--- config.mk ---
export PLATFORM = sky130hd
export DESIGN_NAME = throttled_event_log_ring
export DESIGN_NICKNAME = d
export VERILOG_FILES = /design/src/hdl/tel_pkg.sv /design/src/hdl/tel_ram.sv /design/src/hdl/tel_datapath.sv /design/src/hdl/tel_ctrl.sv /design/src/hdl/throttled_event_log_ring.sv
export SDC_FILE = /design/constraint.sdc
export NUM_CORES = 2
export LEC_CHECK = 0
export BUFFER_PORTS_ARGS = -buffer_cell sky130_fd_sc_hd__buf_2
export CELL_PAD_IN_SITES_DETAIL_PLACEMENT = 2
export CELL_PAD_IN_SITES_GLOBAL_PLACEMENT = 2
export CORE_MARGIN = 2
export CORE_UTILIZATION = 28
export DETAILED_ROUTE_END_ITERATION = 6
export PLACE_DENSITY_LB_ADDON = 0.3
export SETUP_SLACK_MARGIN = 0.02
export SKIP_LAST_GASP = 1
export SYNTH_ARGS = -nofsm -noshare
export SYNTH_HDL_FRONTEND = slang
export SYNTH_HIERARCHICAL = 1
export SYNTH_SLANG_ARGS = --single-unit
--- constraint.sdc ---
create_clock -name clk_i -period 6.7 [get_ports clk_i]
set_clock_uncertainty 0.2 [all_clocks]
set_input_delay 1.005 -clock clk_i [delete_from_list [all_inputs] [get_ports clk_i]]
set_output_delay 1.005 -clock clk_i [all_outputs]
set_load 0.05 [all_outputs]
--- src/hdl/tel_pkg.sv ---
// Shared types and constants for the throttled event log ring.
// Used by the controller, the datapath, the top level and the port checker.
// No dependencies.
package tel_pkg;

  localparam int unsigned RingDepthDef     = 16;
  localparam int unsigned ThrottleSlotsDef = 8;
  localparam int unsigned MaxResults       = 16;
  localparam int unsigned CntW             = 7;
  localparam int unsigned RecW             = 64;
  localparam int unsigned KeyW             = 32;
  localparam int unsigned TimeW            = 32;

  typedef enum logic [1:0] {
    MODE_LOG   = 2'd0,
    MODE_TLOG  = 2'd1,
    MODE_CLEAR = 2'd2,
    MODE_READ  = 2'd3
  } mode_e;

  // Record layout in the ring memory.
  typedef struct packed {
    logic [7:0]       arg_c;
    logic [7:0]       arg_b;
    logic [7:0]       arg_a;
    logic [7:0]       evt;
    logic [TimeW-1:0] stamp;
  } rec_t;

  // Commands from the controller to the datapath.
  typedef struct packed {
    logic load_in;
    logic append;
    logic tl_step;
    logic tl_commit;
    logic clear;
    logic rd_setup;
    logic rd_issue;
    logic push_op;
    logic push_rec;
  } ctl_cmd_t;

  // Status from the datapath to the controller.
  typedef struct packed {
    logic out_free;
    logic scan_last;
    logic cnt_zero;
    logic last_rec;
  } dp_status_t;

endpackage

--- src/hdl/tel_ram.sv ---
// Generic single-write, single-read RAM with a registered read port.
// No dependencies.
module tel_ram #(
  parameter int unsigned Width = 64,
  parameter int unsigned Depth = 16
) (
  input  logic                     clk_i,
  input  logic                     wr_en_i,
  input  logic [$clog2(Depth)-1:0] wr_addr_i,
  input  logic [Width-1:0]         wr_data_i,
  input  logic                     rd_en_i,
  input  logic [$clog2(Depth)-1:0] rd_addr_i,
  output logic [Width-1:0]         rd_data_o
);

  logic [Width-1:0] mem_q [Depth];
  logic [Width-1:0] rd_data_q;

  always_ff @(posedge clk_i) begin
    if (wr_en_i) begin
      mem_q[wr_addr_i] <= wr_data_i;
    end
    if (rd_en_i) begin
      rd_data_q <= mem_q[rd_addr_i];
    end
  end

  assign rd_data_o = rd_data_q;

endmodule

--- src/hdl/tel_datapath.sv ---
// Datapath of the event log ring: input capture, throttle table and its scan,
// ring pointers, read sequencing and the output register.
// Depends on tel_pkg and tel_ram.
module tel_datapath #(
  parameter int unsigned RingDepth     = tel_pkg::RingDepthDef,
  parameter int unsigned ThrottleSlots = tel_pkg::ThrottleSlotsDef
) (
  input  logic                  clk_i,
  input  logic                  rst_ni,
  input  tel_pkg::ctl_cmd_t     cmd_i,
  output tel_pkg::dp_status_t   status_o,
  input  logic [7:0]            event_code_i,
  input  logic [7:0]            arg_a_i,
  input  logic [7:0]            arg_b_i,
  input  logic [7:0]            arg_c_i,
  input  logic [31:0]           now_ms_i,
  input  logic [31:0]           min_gap_ms_i,
  input  logic [7:0]            read_count_i,
  input  logic                  out_stall_i,
  output logic                  out_valid_o,
  output logic                  accepted_o,
  output logic                  found_o,
  output logic [31:0]           rec_time_o,
  output logic [7:0]            rec_event_o,
  output logic [7:0]            rec_arg_a_o,
  output logic [7:0]            rec_arg_b_o,
  output logic [7:0]            rec_arg_c_o,
  output logic [6:0]            returned_total_o,
  output logic [15:0]           wrap_total_o,
  output logic                  last_o
);
  import tel_pkg::*;

  localparam int unsigned PtrW  = $clog2(RingDepth);
  localparam int unsigned SlotW = (ThrottleSlots > 1) ? $clog2(ThrottleSlots) : 1;
  localparam int unsigned SumW  = CntW + 1;

  // Captured input item.
  logic [KeyW-1:0]  key_q;
  logic [TimeW-1:0] now_q;
  logic [TimeW-1:0] gap_q;
  logic [7:0]       want_q;

  // Ring pointers.
  logic [PtrW-1:0] wp_q, wp_d;
  logic [15:0]     wrap_q, wrap_d;

  // Throttle table.
  logic [KeyW-1:0]          tkey_q  [ThrottleSlots];
  logic [TimeW-1:0]         ttime_q [ThrottleSlots];
  logic [ThrottleSlots-1:0] tvalid_q;

  // Scan state.
  logic [SlotW-1:0] scan_idx_q;
  logic             match_q, mrej_q, free_q;
  logic [SlotW-1:0] midx_q, fidx_q, oidx_q;
  logic [TimeW-1:0] oldest_q;

  // Read sequencing.
  logic [PtrW-1:0] rd_idx_q;
  logic [CntW-1:0] cnt_q, rem_q;

  logic acc_q;

  logic             out_valid_q;
  logic             out_free;
  logic [KeyW-1:0]  ent_key;
  logic [TimeW-1:0] ent_time, ent_age;
  logic             ent_valid;
  logic [SlotW-1:0] victim;
  logic             do_append;
  rec_t             wr_rec, rd_rec;
  logic [RecW-1:0]  rd_data;
  logic [CntW-1:0]  avail, min1, cnt_new;
  logic [SumW-1:0]  start_sum, start_adj;
  logic [PtrW-1:0]  rd_idx_next;

  assign ent_key   = tkey_q[scan_idx_q];
  assign ent_time  = ttime_q[scan_idx_q];
  assign ent_valid = tvalid_q[scan_idx_q];
  assign ent_age   = now_q - ent_time;

  assign victim    = match_q ? midx_q : (free_q ? fidx_q : oidx_q);
  assign do_append = cmd_i.append | (cmd_i.tl_commit & ~(match_q & mrej_q));

  assign wr_rec = '{arg_c: key_q[31:24], arg_b: key_q[23:16], arg_a: key_q[15:8],
                    evt: key_q[7:0], stamp: now_q};

  always_comb begin
    if (wp_q == PtrW'(RingDepth - 1)) begin
      wp_d   = '0;
      wrap_d = wrap_q + 16'd1;
    end else begin
      wp_d   = wp_q + PtrW'(1);
      wrap_d = wrap_q;
    end
  end

  // Count of records for a read, and the index of the oldest one to return.
  always_comb begin
    avail     = (wrap_q != 16'd0) ? CntW'(RingDepth) : CntW'(wp_q);
    min1      = ({1'b0, avail} < want_q) ? avail : want_q[CntW-1:0];
    cnt_new   = (min1 > CntW'(MaxResults)) ? CntW'(MaxResults) : min1;
    start_sum = SumW'(wp_q) + SumW'(RingDepth) - SumW'(cnt_new);
    start_adj = (start_sum >= SumW'(RingDepth)) ? (start_sum - SumW'(RingDepth))
                                                : start_sum;
  end

  assign rd_idx_next = (rd_idx_q == PtrW'(RingDepth - 1)) ? '0 : (rd_idx_q + PtrW'(1));

  assign out_free = ~out_valid_q | ~out_stall_i;

  assign status_o = '{out_free:  out_free,
                      scan_last: (scan_idx_q == SlotW'(ThrottleSlots - 1)),
                      cnt_zero:  (cnt_q == '0),
                      last_rec:  (rem_q == CntW'(1))};

  // Input capture and read setup.
  always_ff @(posedge clk_i) begin
    if (cmd_i.load_in) begin
      key_q  <= {arg_c_i, arg_b_i, arg_a_i, event_code_i};
      now_q  <= now_ms_i;
      gap_q  <= min_gap_ms_i;
      want_q <= read_count_i;
    end
    if (cmd_i.rd_setup) begin
      cnt_q    <= cnt_new;
      rem_q    <= cnt_new;
      rd_idx_q <= PtrW'(start_adj);
    end else begin
      if (cmd_i.rd_issue) begin
        rd_idx_q <= rd_idx_next;
      end
      if (cmd_i.push_rec) begin
        rem_q <= rem_q - CntW'(1);
      end
    end
  end

  // Scan bookkeeping: first match, first free slot and oldest slot.
  always_ff @(posedge clk_i) begin
    if (cmd_i.load_in) begin
      scan_idx_q <= '0;
      match_q    <= 1'b0;
      mrej_q     <= 1'b0;
      free_q     <= 1'b0;
      oldest_q   <= '0;
      midx_q     <= '0;
      fidx_q     <= '0;
      oidx_q     <= '0;
    end else if (cmd_i.tl_step) begin
      scan_idx_q <= scan_idx_q + SlotW'(1);
      if (ent_valid && (ent_key == key_q) && !match_q) begin
        match_q <= 1'b1;
        midx_q  <= scan_idx_q;
        mrej_q  <= (ent_age < gap_q);
      end
      if (!ent_valid && !free_q) begin
        free_q <= 1'b1;
        fidx_q <= scan_idx_q;
      end
      if (ent_valid && (ent_age >= oldest_q)) begin
        oldest_q <= ent_age;
        oidx_q   <= scan_idx_q;
      end
    end
  end

  // Throttle table contents.
  always_ff @(posedge clk_i) begin
    if (cmd_i.tl_commit && !(match_q && mrej_q)) begin
      tkey_q[victim]  <= key_q;
      ttime_q[victim] <= now_q;
    end
  end

  // Control state of the datapath.
  always_ff @(posedge clk_i or negedge rst_ni) begin
    if (!rst_ni) begin
      tvalid_q    <= '0;
      wp_q        <= '0;
      wrap_q      <= '0;
      acc_q       <= 1'b0;
      out_valid_q <= 1'b0;
    end else begin
      if (cmd_i.clear) begin
        tvalid_q <= '0;
        wp_q     <= '0;
        wrap_q   <= '0;
      end else begin
        if (cmd_i.tl_commit && !(match_q && mrej_q)) begin
          tvalid_q[victim] <= 1'b1;
        end
        if (do_append) begin
          wp_q   <= wp_d;
          wrap_q <= wrap_d;
        end
      end
      if (cmd_i.load_in) begin
        acc_q <= 1'b0;
      end else if (do_append) begin
        acc_q <= 1'b1;
      end
      if (cmd_i.push_op || cmd_i.push_rec) begin
        out_valid_q <= 1'b1;
      end else if (!out_stall_i) begin
        out_valid_q <= 1'b0;
      end
    end
  end

  tel_ram #(
    .Width (RecW),
    .Depth (RingDepth)
  ) u_ring (
    .clk_i     (clk_i),
    .wr_en_i   (do_append),
    .wr_addr_i (wp_q),
    .wr_data_i (wr_rec),
    .rd_en_i   (cmd_i.rd_issue),
    .rd_addr_i (rd_idx_q),
    .rd_data_o (rd_data)
  );

  assign rd_rec = rd_data;

  // Output register.
  always_ff @(posedge clk_i) begin
    if (cmd_i.push_rec) begin
      accepted_o       <= 1'b0;
      found_o          <= 1'b1;
      rec_time_o       <= rd_rec.stamp;
      rec_event_o      <= rd_rec.evt;
      rec_arg_a_o      <= rd_rec.arg_a;
      rec_arg_b_o      <= rd_rec.arg_b;
      rec_arg_c_o      <= rd_rec.arg_c;
      returned_total_o <= cnt_q;
      wrap_total_o     <= wrap_q;
      last_o           <= (rem_q == CntW'(1));
    end else if (cmd_i.push_op) begin
      accepted_o       <= acc_q;
      found_o          <= 1'b0;
      rec_time_o       <= '0;
      rec_event_o      <= '0;
      rec_arg_a_o      <= '0;
      rec_arg_b_o      <= '0;
      rec_arg_c_o      <= '0;
      returned_total_o <= '0;
      wrap_total_o     <= wrap_q;
      last_o           <= 1'b1;
    end
  end

  assign out_valid_o = out_valid_q;

endmodule

--- src/hdl/tel_ctrl.sv ---
// Controller state machine of the event log ring.
// Depends on tel_pkg; drives the datapath through ctl_cmd_t.
module tel_ctrl (
  input  logic                clk_i,
  input  logic                rst_ni,
  input  logic                in_valid_i,
  output logic                in_stall_o,
  input  logic [1:0]          mode_i,
  input  tel_pkg::dp_status_t status_i,
  output tel_pkg::ctl_cmd_t   cmd_o
);
  import tel_pkg::*;

  typedef enum logic [8:0] {
    S_IDLE    = 9'b000000001,
    S_LOG     = 9'b000000010,
    S_SCAN    = 9'b000000100,
    S_TCOMMIT = 9'b000001000,
    S_CLEAR   = 9'b000010000,
    S_RSETUP  = 9'b000100000,
    S_RADDR   = 9'b001000000,
    S_RPUSH   = 9'b010000000,
    S_PUSH    = 9'b100000000
  } state_e;

  state_e state_q, state_d;
  mode_e  mode;

  assign mode       = mode_e'(mode_i);
  assign in_stall_o = (state_q != S_IDLE);

  always_comb begin
    state_d = state_q;
    cmd_o   = '0;
    unique case (state_q)
      S_IDLE: begin
        if (in_valid_i) begin
          cmd_o.load_in = 1'b1;
          unique case (mode)
            MODE_LOG:   state_d = S_LOG;
            MODE_TLOG:  state_d = S_SCAN;
            MODE_CLEAR: state_d = S_CLEAR;
            MODE_READ:  state_d = S_RSETUP;
            default:    state_d = S_IDLE;
          endcase
        end
      end
      S_LOG: begin
        cmd_o.append = 1'b1;
        state_d      = S_PUSH;
      end
      S_SCAN: begin
        cmd_o.tl_step = 1'b1;
        if (status_i.scan_last) begin
          state_d = S_TCOMMIT;
        end
      end
      S_TCOMMIT: begin
        cmd_o.tl_commit = 1'b1;
        state_d         = S_PUSH;
      end
      S_CLEAR: begin
        cmd_o.clear = 1'b1;
        state_d     = S_PUSH;
      end
      S_RSETUP: begin
        cmd_o.rd_setup = 1'b1;
        state_d        = S_RADDR;
      end
      S_RADDR: begin
        if (status_i.cnt_zero) begin
          state_d = S_PUSH;
        end else begin
          cmd_o.rd_issue = 1'b1;
          state_d        = S_RPUSH;
        end
      end
      S_RPUSH: begin
        if (status_i.out_free) begin
          cmd_o.push_rec = 1'b1;
          state_d        = status_i.last_rec ? S_IDLE : S_RADDR;
        end
      end
      S_PUSH: begin
        if (status_i.out_free) begin
          cmd_o.push_op = 1'b1;
          state_d       = S_IDLE;
        end
      end
      default: state_d = S_IDLE;
    endcase
  end

  always_ff @(posedge clk_i or negedge rst_ni) begin
    if (!rst_ni) begin
      state_q <= S_IDLE;
    end else begin
      state_q <= state_d;
    end
  end

endmodule

--- src/hdl/throttled_event_log_ring.sv ---
// Top level of the throttled event log ring: controller plus datapath.
// Depends on tel_pkg, tel_ctrl, tel_datapath and tel_ram.
//
// The block keeps a ring of RingDepth timestamped event records and a throttle
// table of ThrottleSlots entries, and takes one operation per input transfer:
// log, throttled log, clear, or read the newest records. It works on one item
// at a time. A log or a clear goes through one working state and then offers
// its result. A throttled log first scans the throttle table one entry per
// cycle to find the first matching entry, the first free entry and the oldest
// entry, then commits and offers its result. A read has a setup state and then
// an address state and a push state per record returned, set by the registered
// read port of the ring memory; a read that returns nothing offers its single
// result after the setup. The input stays stalled until the last result of the
// item has moved into the output register, and the next input transfer can
// follow in the cycle after that. A result held by out_stall_i also holds back
// the result behind it. The result sits in an output register, so a new input
// transfer is taken while a finished result still waits on out_stall_i. The
// ring memory is not cleared on reset or on a clear operation: only entries
// that were written since then can ever be read, so the pointers alone carry
// the cleared state, and no clearing pass is needed.
module throttled_event_log_ring #(
  parameter int unsigned RingDepth     = tel_pkg::RingDepthDef,
  parameter int unsigned ThrottleSlots = tel_pkg::ThrottleSlotsDef
) (
  input  logic        clk_i,
  input  logic        rst_ni,
  input  logic        in_valid_i,
  output logic        in_stall_o,
  input  logic [1:0]  mode_i,
  input  logic [7:0]  event_code_i,
  input  logic [7:0]  arg_a_i,
  input  logic [7:0]  arg_b_i,
  input  logic [7:0]  arg_c_i,
  input  logic [31:0] now_ms_i,
  input  logic [31:0] min_gap_ms_i,
  input  logic [7:0]  read_count_i,
  output logic        out_valid_o,
  input  logic        out_stall_i,
  output logic        accepted_o,
  output logic        found_o,
  output logic [31:0] rec_time_o,
  output logic [7:0]  rec_event_o,
  output logic [7:0]  rec_arg_a_o,
  output logic [7:0]  rec_arg_b_o,
  output logic [7:0]  rec_arg_c_o,
  output logic [6:0]  returned_total_o,
  output logic [15:0] wrap_total_o,
  output logic        last_o
);
  import tel_pkg::*;

  ctl_cmd_t   cmd;
  dp_status_t status;

  // The controller sequences each operation; of the input item it sees only the mode field.
  tel_ctrl u_ctrl (
    .clk_i      (clk_i),
    .rst_ni     (rst_ni),
    .in_valid_i (in_valid_i),
    .in_stall_o (in_stall_o),
    .mode_i     (mode_i),
    .status_i   (status),
    .cmd_o      (cmd)
  );

  // The datapath holds all storage and the output register.
  tel_datapath #(
    .RingDepth     (RingDepth),
    .ThrottleSlots (ThrottleSlots)
  ) u_dp (
    .clk_i            (clk_i),
    .rst_ni           (rst_ni),
    .cmd_i            (cmd),
    .status_o         (status),
    .event_code_i     (event_code_i),
    .arg_a_i          (arg_a_i),
    .arg_b_i          (arg_b_i),
    .arg_c_i          (arg_c_i),
    .now_ms_i         (now_ms_i),
    .min_gap_ms_i     (min_gap_ms_i),
    .read_count_i     (read_count_i),
    .out_stall_i      (out_stall_i),
    .out_valid_o      (out_valid_o),
    .accepted_o       (accepted_o),
    .found_o          (found_o),
    .rec_time_o       (rec_time_o),
    .rec_event_o      (rec_event_o),
    .rec_arg_a_o      (rec_arg_a_o),
    .rec_arg_b_o      (rec_arg_b_o),
    .rec_arg_c_o      (rec_arg_c_o),
    .returned_total_o (returned_total_o),
    .wrap_total_o     (wrap_total_o),
    .last_o           (last_o)
  );

endmodule

==> summary.md <==
| Metric | Value |
|---|---|
| Initial DRC count | ~2,800 |
| Worst-Margin Slew | between 1 and 1.5 ns |
| Die Ht | slightly above 500 um |
| DRC Markers | 0 |
| Power per standard cell area | 352 mW/mm2 |
| Grt ovf | 0 |
| Reg-to-Reg End | u_dp/oldest_q[29] |
| Crit-path max FO | 12 |
| Worst setup path endpoint | u_dp/oldest_q[29] |
| First-pass GRT wire length | 302,000 um |
| Leak | around 0.028 uW |
| Initial cell density of the core | between 20% and 30% |
| P_sw | ~8400 uW |
| Clock latency on the worst-skew pair | slightly below 0.9 ns |
| DP Wirelength | about 120,000 um |
| Die Width | 520 um |
| Clk sinks | ~1,900 |
| Syn_area_per_cell | about 20 um2 |
| Post-Synth XOR/XNOR Area | less than 1% |
| Post-Syn Area | around 0.074 mm2 |
| Final ANT Viol Nets | 0 |
| GP Congestion | around 0.73 |
| WL/cell | 26.7 um |
| Count leader, synth | edfxtp_1 |
| Synthesized flop and latch total | 1,901 |
| Storage element area | between 0.05 and 0.06 mm2 |
| Post-synth top area share | 73.0% |
| Hold_buf cts | 0 |
| Vias post-DR | ~38,000 |
| Cell Rows | around 190 |
| Drt total wl | 210,000 um |
| Multi-input logic area | between 0.015 and 0.02 mm2 |
| Post-synth top cells | 1,810 x edfxtp_1, 372 x mux4_2, 160 x nand2_1 |
| Vias per std cell | roughly 4.8 |
| TNS Setup | 0 ns |
| Fin crit period | around 6.4 ns |
| Seq/Total Area, Yosys | about three quarters |
| Vias in the first global route | 41,500 |
| Clock Power Share | a little under two fifths |
| RSZ-0062 raised after global routing | no |
| Fraction of the mapped netlist area in simple logic gates | 3.58% |
| Worst-path clk slew | around 0.06 ns |
| Mux share of post-synthesis cell area | 12.8% |
| Max_slew headroom | between 10% and 20% |
| Pint | 22,400 uW |
| Final hold violations | 0 |
| CTS Root Cell | clkbuf_16 |
| Highest Clock Rate | 156 MHz |
| Pin count of the biggest net entering global routing | ~120 |
| Layout area overhead | 17.6% |
| Tot GR Track Use | 15.3% |
| Critical Path End Type | flop |
| CP Data Required Time | 7.22 ns |
| Fin crit share | about 96% |
| Part of the power in combinational logic | between 10% and 20% |
| Layout cells sized above 1 | ~25% |
| Die ar. | 0.270 mm2 |
| Async SR Flop Fraction | between 2 and 2.5% |
| Post-synth top area cell | edfxtp_1 |
| Syn Inst Count | about 3,800 |
| First-pass iteration count of the detailed router | 5 |
| Clk buf depth | 4 |
| Reg2reg setup slack | about 0.29 ns |
| Yosys warns | 6 |
| Number of distinct library cells after synthesis | slightly above 80 |
| Initial antenna violation count | 27 |
| Port bufs | between 200 and 250 |
| Sequential Power Share | 45.9% |
| Clock buffer count from CTS | approximately 220 |
| Hold_ws | roughly 0.11 ns |
| Area contributors post-synth | edfxtp_1 73%, mux4_2 11%, ha_1 1.8% |
| CP Class | reg -> reg |
| Final Total Pwr | 30,800 uW |
| Largest family of logic cells by synthesized area | multiplexers |
| CP Data Arrival Time | roughly 7 ns |
| Maximum vdd ir drop | around 0.26 mV |
| Fillcell total | between 20,000 and 30,000 |
| Core ar. | between 0.2 and 0.3 mm2 |
| Synth Flop Type | edfxtp_1 |
| H-tree depth | 4 |
| CTS tree | done |
| Layout Nets | roughly 4,400 |
| HP Class | in -> async |
| Count of pins over their slew limit | 0 |
| Number of synthesized flops with an enable pin | 1,810 |
| Switching Fraction | between 20% and 30% |
| R2r worst-path depth | 24 |
| Endpoints failing setup | 0 |
| # IOs | around 200 |
| Post-synthesis compound-gate area fraction | 3.53% |
| Startpoint types | flop |
| Max Cap Viol | 0 |
| Post-synthesis adder-cell area fraction | around 1.9% |
| Status | completed |
[state kept, by name, summed over array words and instances, names as in the netlist, 7 cells and up, named ones only]
name / cells
u_dp/cnt_q: 7
u_dp/returned_total_o: 7
u_dp/key_q: 32
u_dp/rec_arg_a_o: 8
u_dp/rec_time_o: 32
u_dp/rec_event_o: 8
u_ctrl/state_q: 9
u_dp/ttime_q: 256
u_dp/rec_arg_c_o: 8
u_dp/rem_q: 7
u_dp/wrap_q: 16
u_dp/oldest_q: 32
u_dp/u_ring/rd_data_o: 64
u_dp/want_q: 8
u_dp/tkey_q: 256
u_dp/rec_arg_b_o: 8
u_dp/now_q: 32
u_dp/gap_q: 32
u_dp/u_ring/mem_q: 1024
u_dp/wrap_total_o: 16
u_dp/tvalid_q: 8
[worst min-delay path by stage]
stage                 startpoint                 to
2_1_floorplan     u_dp/oidx_q[0]     u_dp/oidx_q[0]
3_3_place_gp   u_dp/oldest_q[23]  u_dp/oldest_q[23]
3_5_place_dp   u_dp/oldest_q[10]  u_dp/oldest_q[10]
4_1_cts          event_code_i[1]      u_dp/key_q[1]
5_1_grt          event_code_i[6]      u_dp/key_q[6]
6_report                  rst_ni     u_dp/wrap_q[3]
[critical path: stages (launching register included)]
cell and delay [ns]:
dfxtp_4 0.42, buf_12 0.18, mux4_2 0.33, mux2_2 0.14, ha_1 0.16, inv_1 0.06
fa_1 0.39, a21o_1 0.23, a311o_1 0.42, a22oi_1 0.24, o21ai_0 0.13, buf_4 0.18
a31o_2 0.26, a41o_1 0.30, or2_2 0.30, xor2_1 0.17, ha_1 0.32, nand3_1 0.12
nor3_1 0.27, nand4_1 0.22, a2111oi_4 0.41, o31ai_4 0.14, buf_4 0.22, a2111o_1 0.39
o311ai_0 0.10
[per-layer routing]
metal  share of wire [%]  vias to the layer above  GRT usage, %
met5              0.0062                        -             0
met4                 2.4                        2          3.84
met3                 4.8                      267          2.50
met2                  48                      922          25.3
met1                  45                    20500          21.0
li1                    -                    16100             -
[repair_timing]
item	in CTS	in global routing
cloned	1	1
pin swaps	1	0
setup endpoints to repair	35	35
resized for setup	2	8
setup buffers	2	0
[metrics by stage]
step | util, % | cells | worst slack, ns | area [um2]
floorplan | - | 3751 | 0.163 | 74500
global placement | 30.5 | 7476 | -0.0800 | 80700
detailed placement | 30.5 | 7476 | -0.328 | 80700
CTS | 33.0 | 7864 | 0.0422 | 87500
global route | 33.1 | 7866 | 0.0175 | 87600
finish | 33.1 | 7868 | 0.291 | 87600
[final cells by class]
cell class	count	share of cell area (%)
diodes	3	0.00857
multi-input cells	1591	19.6
clock buffers	261	6.43
clock inverters	124	1.26
well taps	3533	5.05
flip-flops and latches	1901	64.4
repair buffers	350	2.78
inverters	105	0.459
[cell families (layout without fill, tap and decap cells)]
group / after synthesis / count (layout)
compound gates: 386 / 387
fa+ha+maj: 111 / 111
other cells: 1 / 5
flops: 1901 / 1901
mux: 484 / 484
xor+xnor: 76 / 76
simple gates: 531 / 531
buf+inv: 260 / 840
[layout by cell type, fill, tap and decap left out, types with 38 or more instances in the layout]
master,n
mux2i_1,95
clkbuf_16,219
xnor2_1,57
buf_4,125
nand2_1,160
a22oi_1,130
buf_2,201
ha_1,109
and2_1,81
mux4_2,372
clkbuf_1,42
nor2_1,102
a21oi_1,81
inv_1,101
o21ai_0,44
clkinv_1,50
dfrtp_1,38
edfxtp_1,1810
dfxtp_1,49
[power by group through the flow]
stage          Combinational (uW)  Clock [uW]  Sequential (uW)
2_1_floorplan                3140           0            14500
3_3_place_gp                 5140           0            14400
3_5_place_dp                 5270           0            14400
4_1_cts                      5310       11800            14200
5_1_grt                      5830       12200            14200
6_report                     5230       11500            14100
No activity file was read; power rests on OpenSTA's default activity.
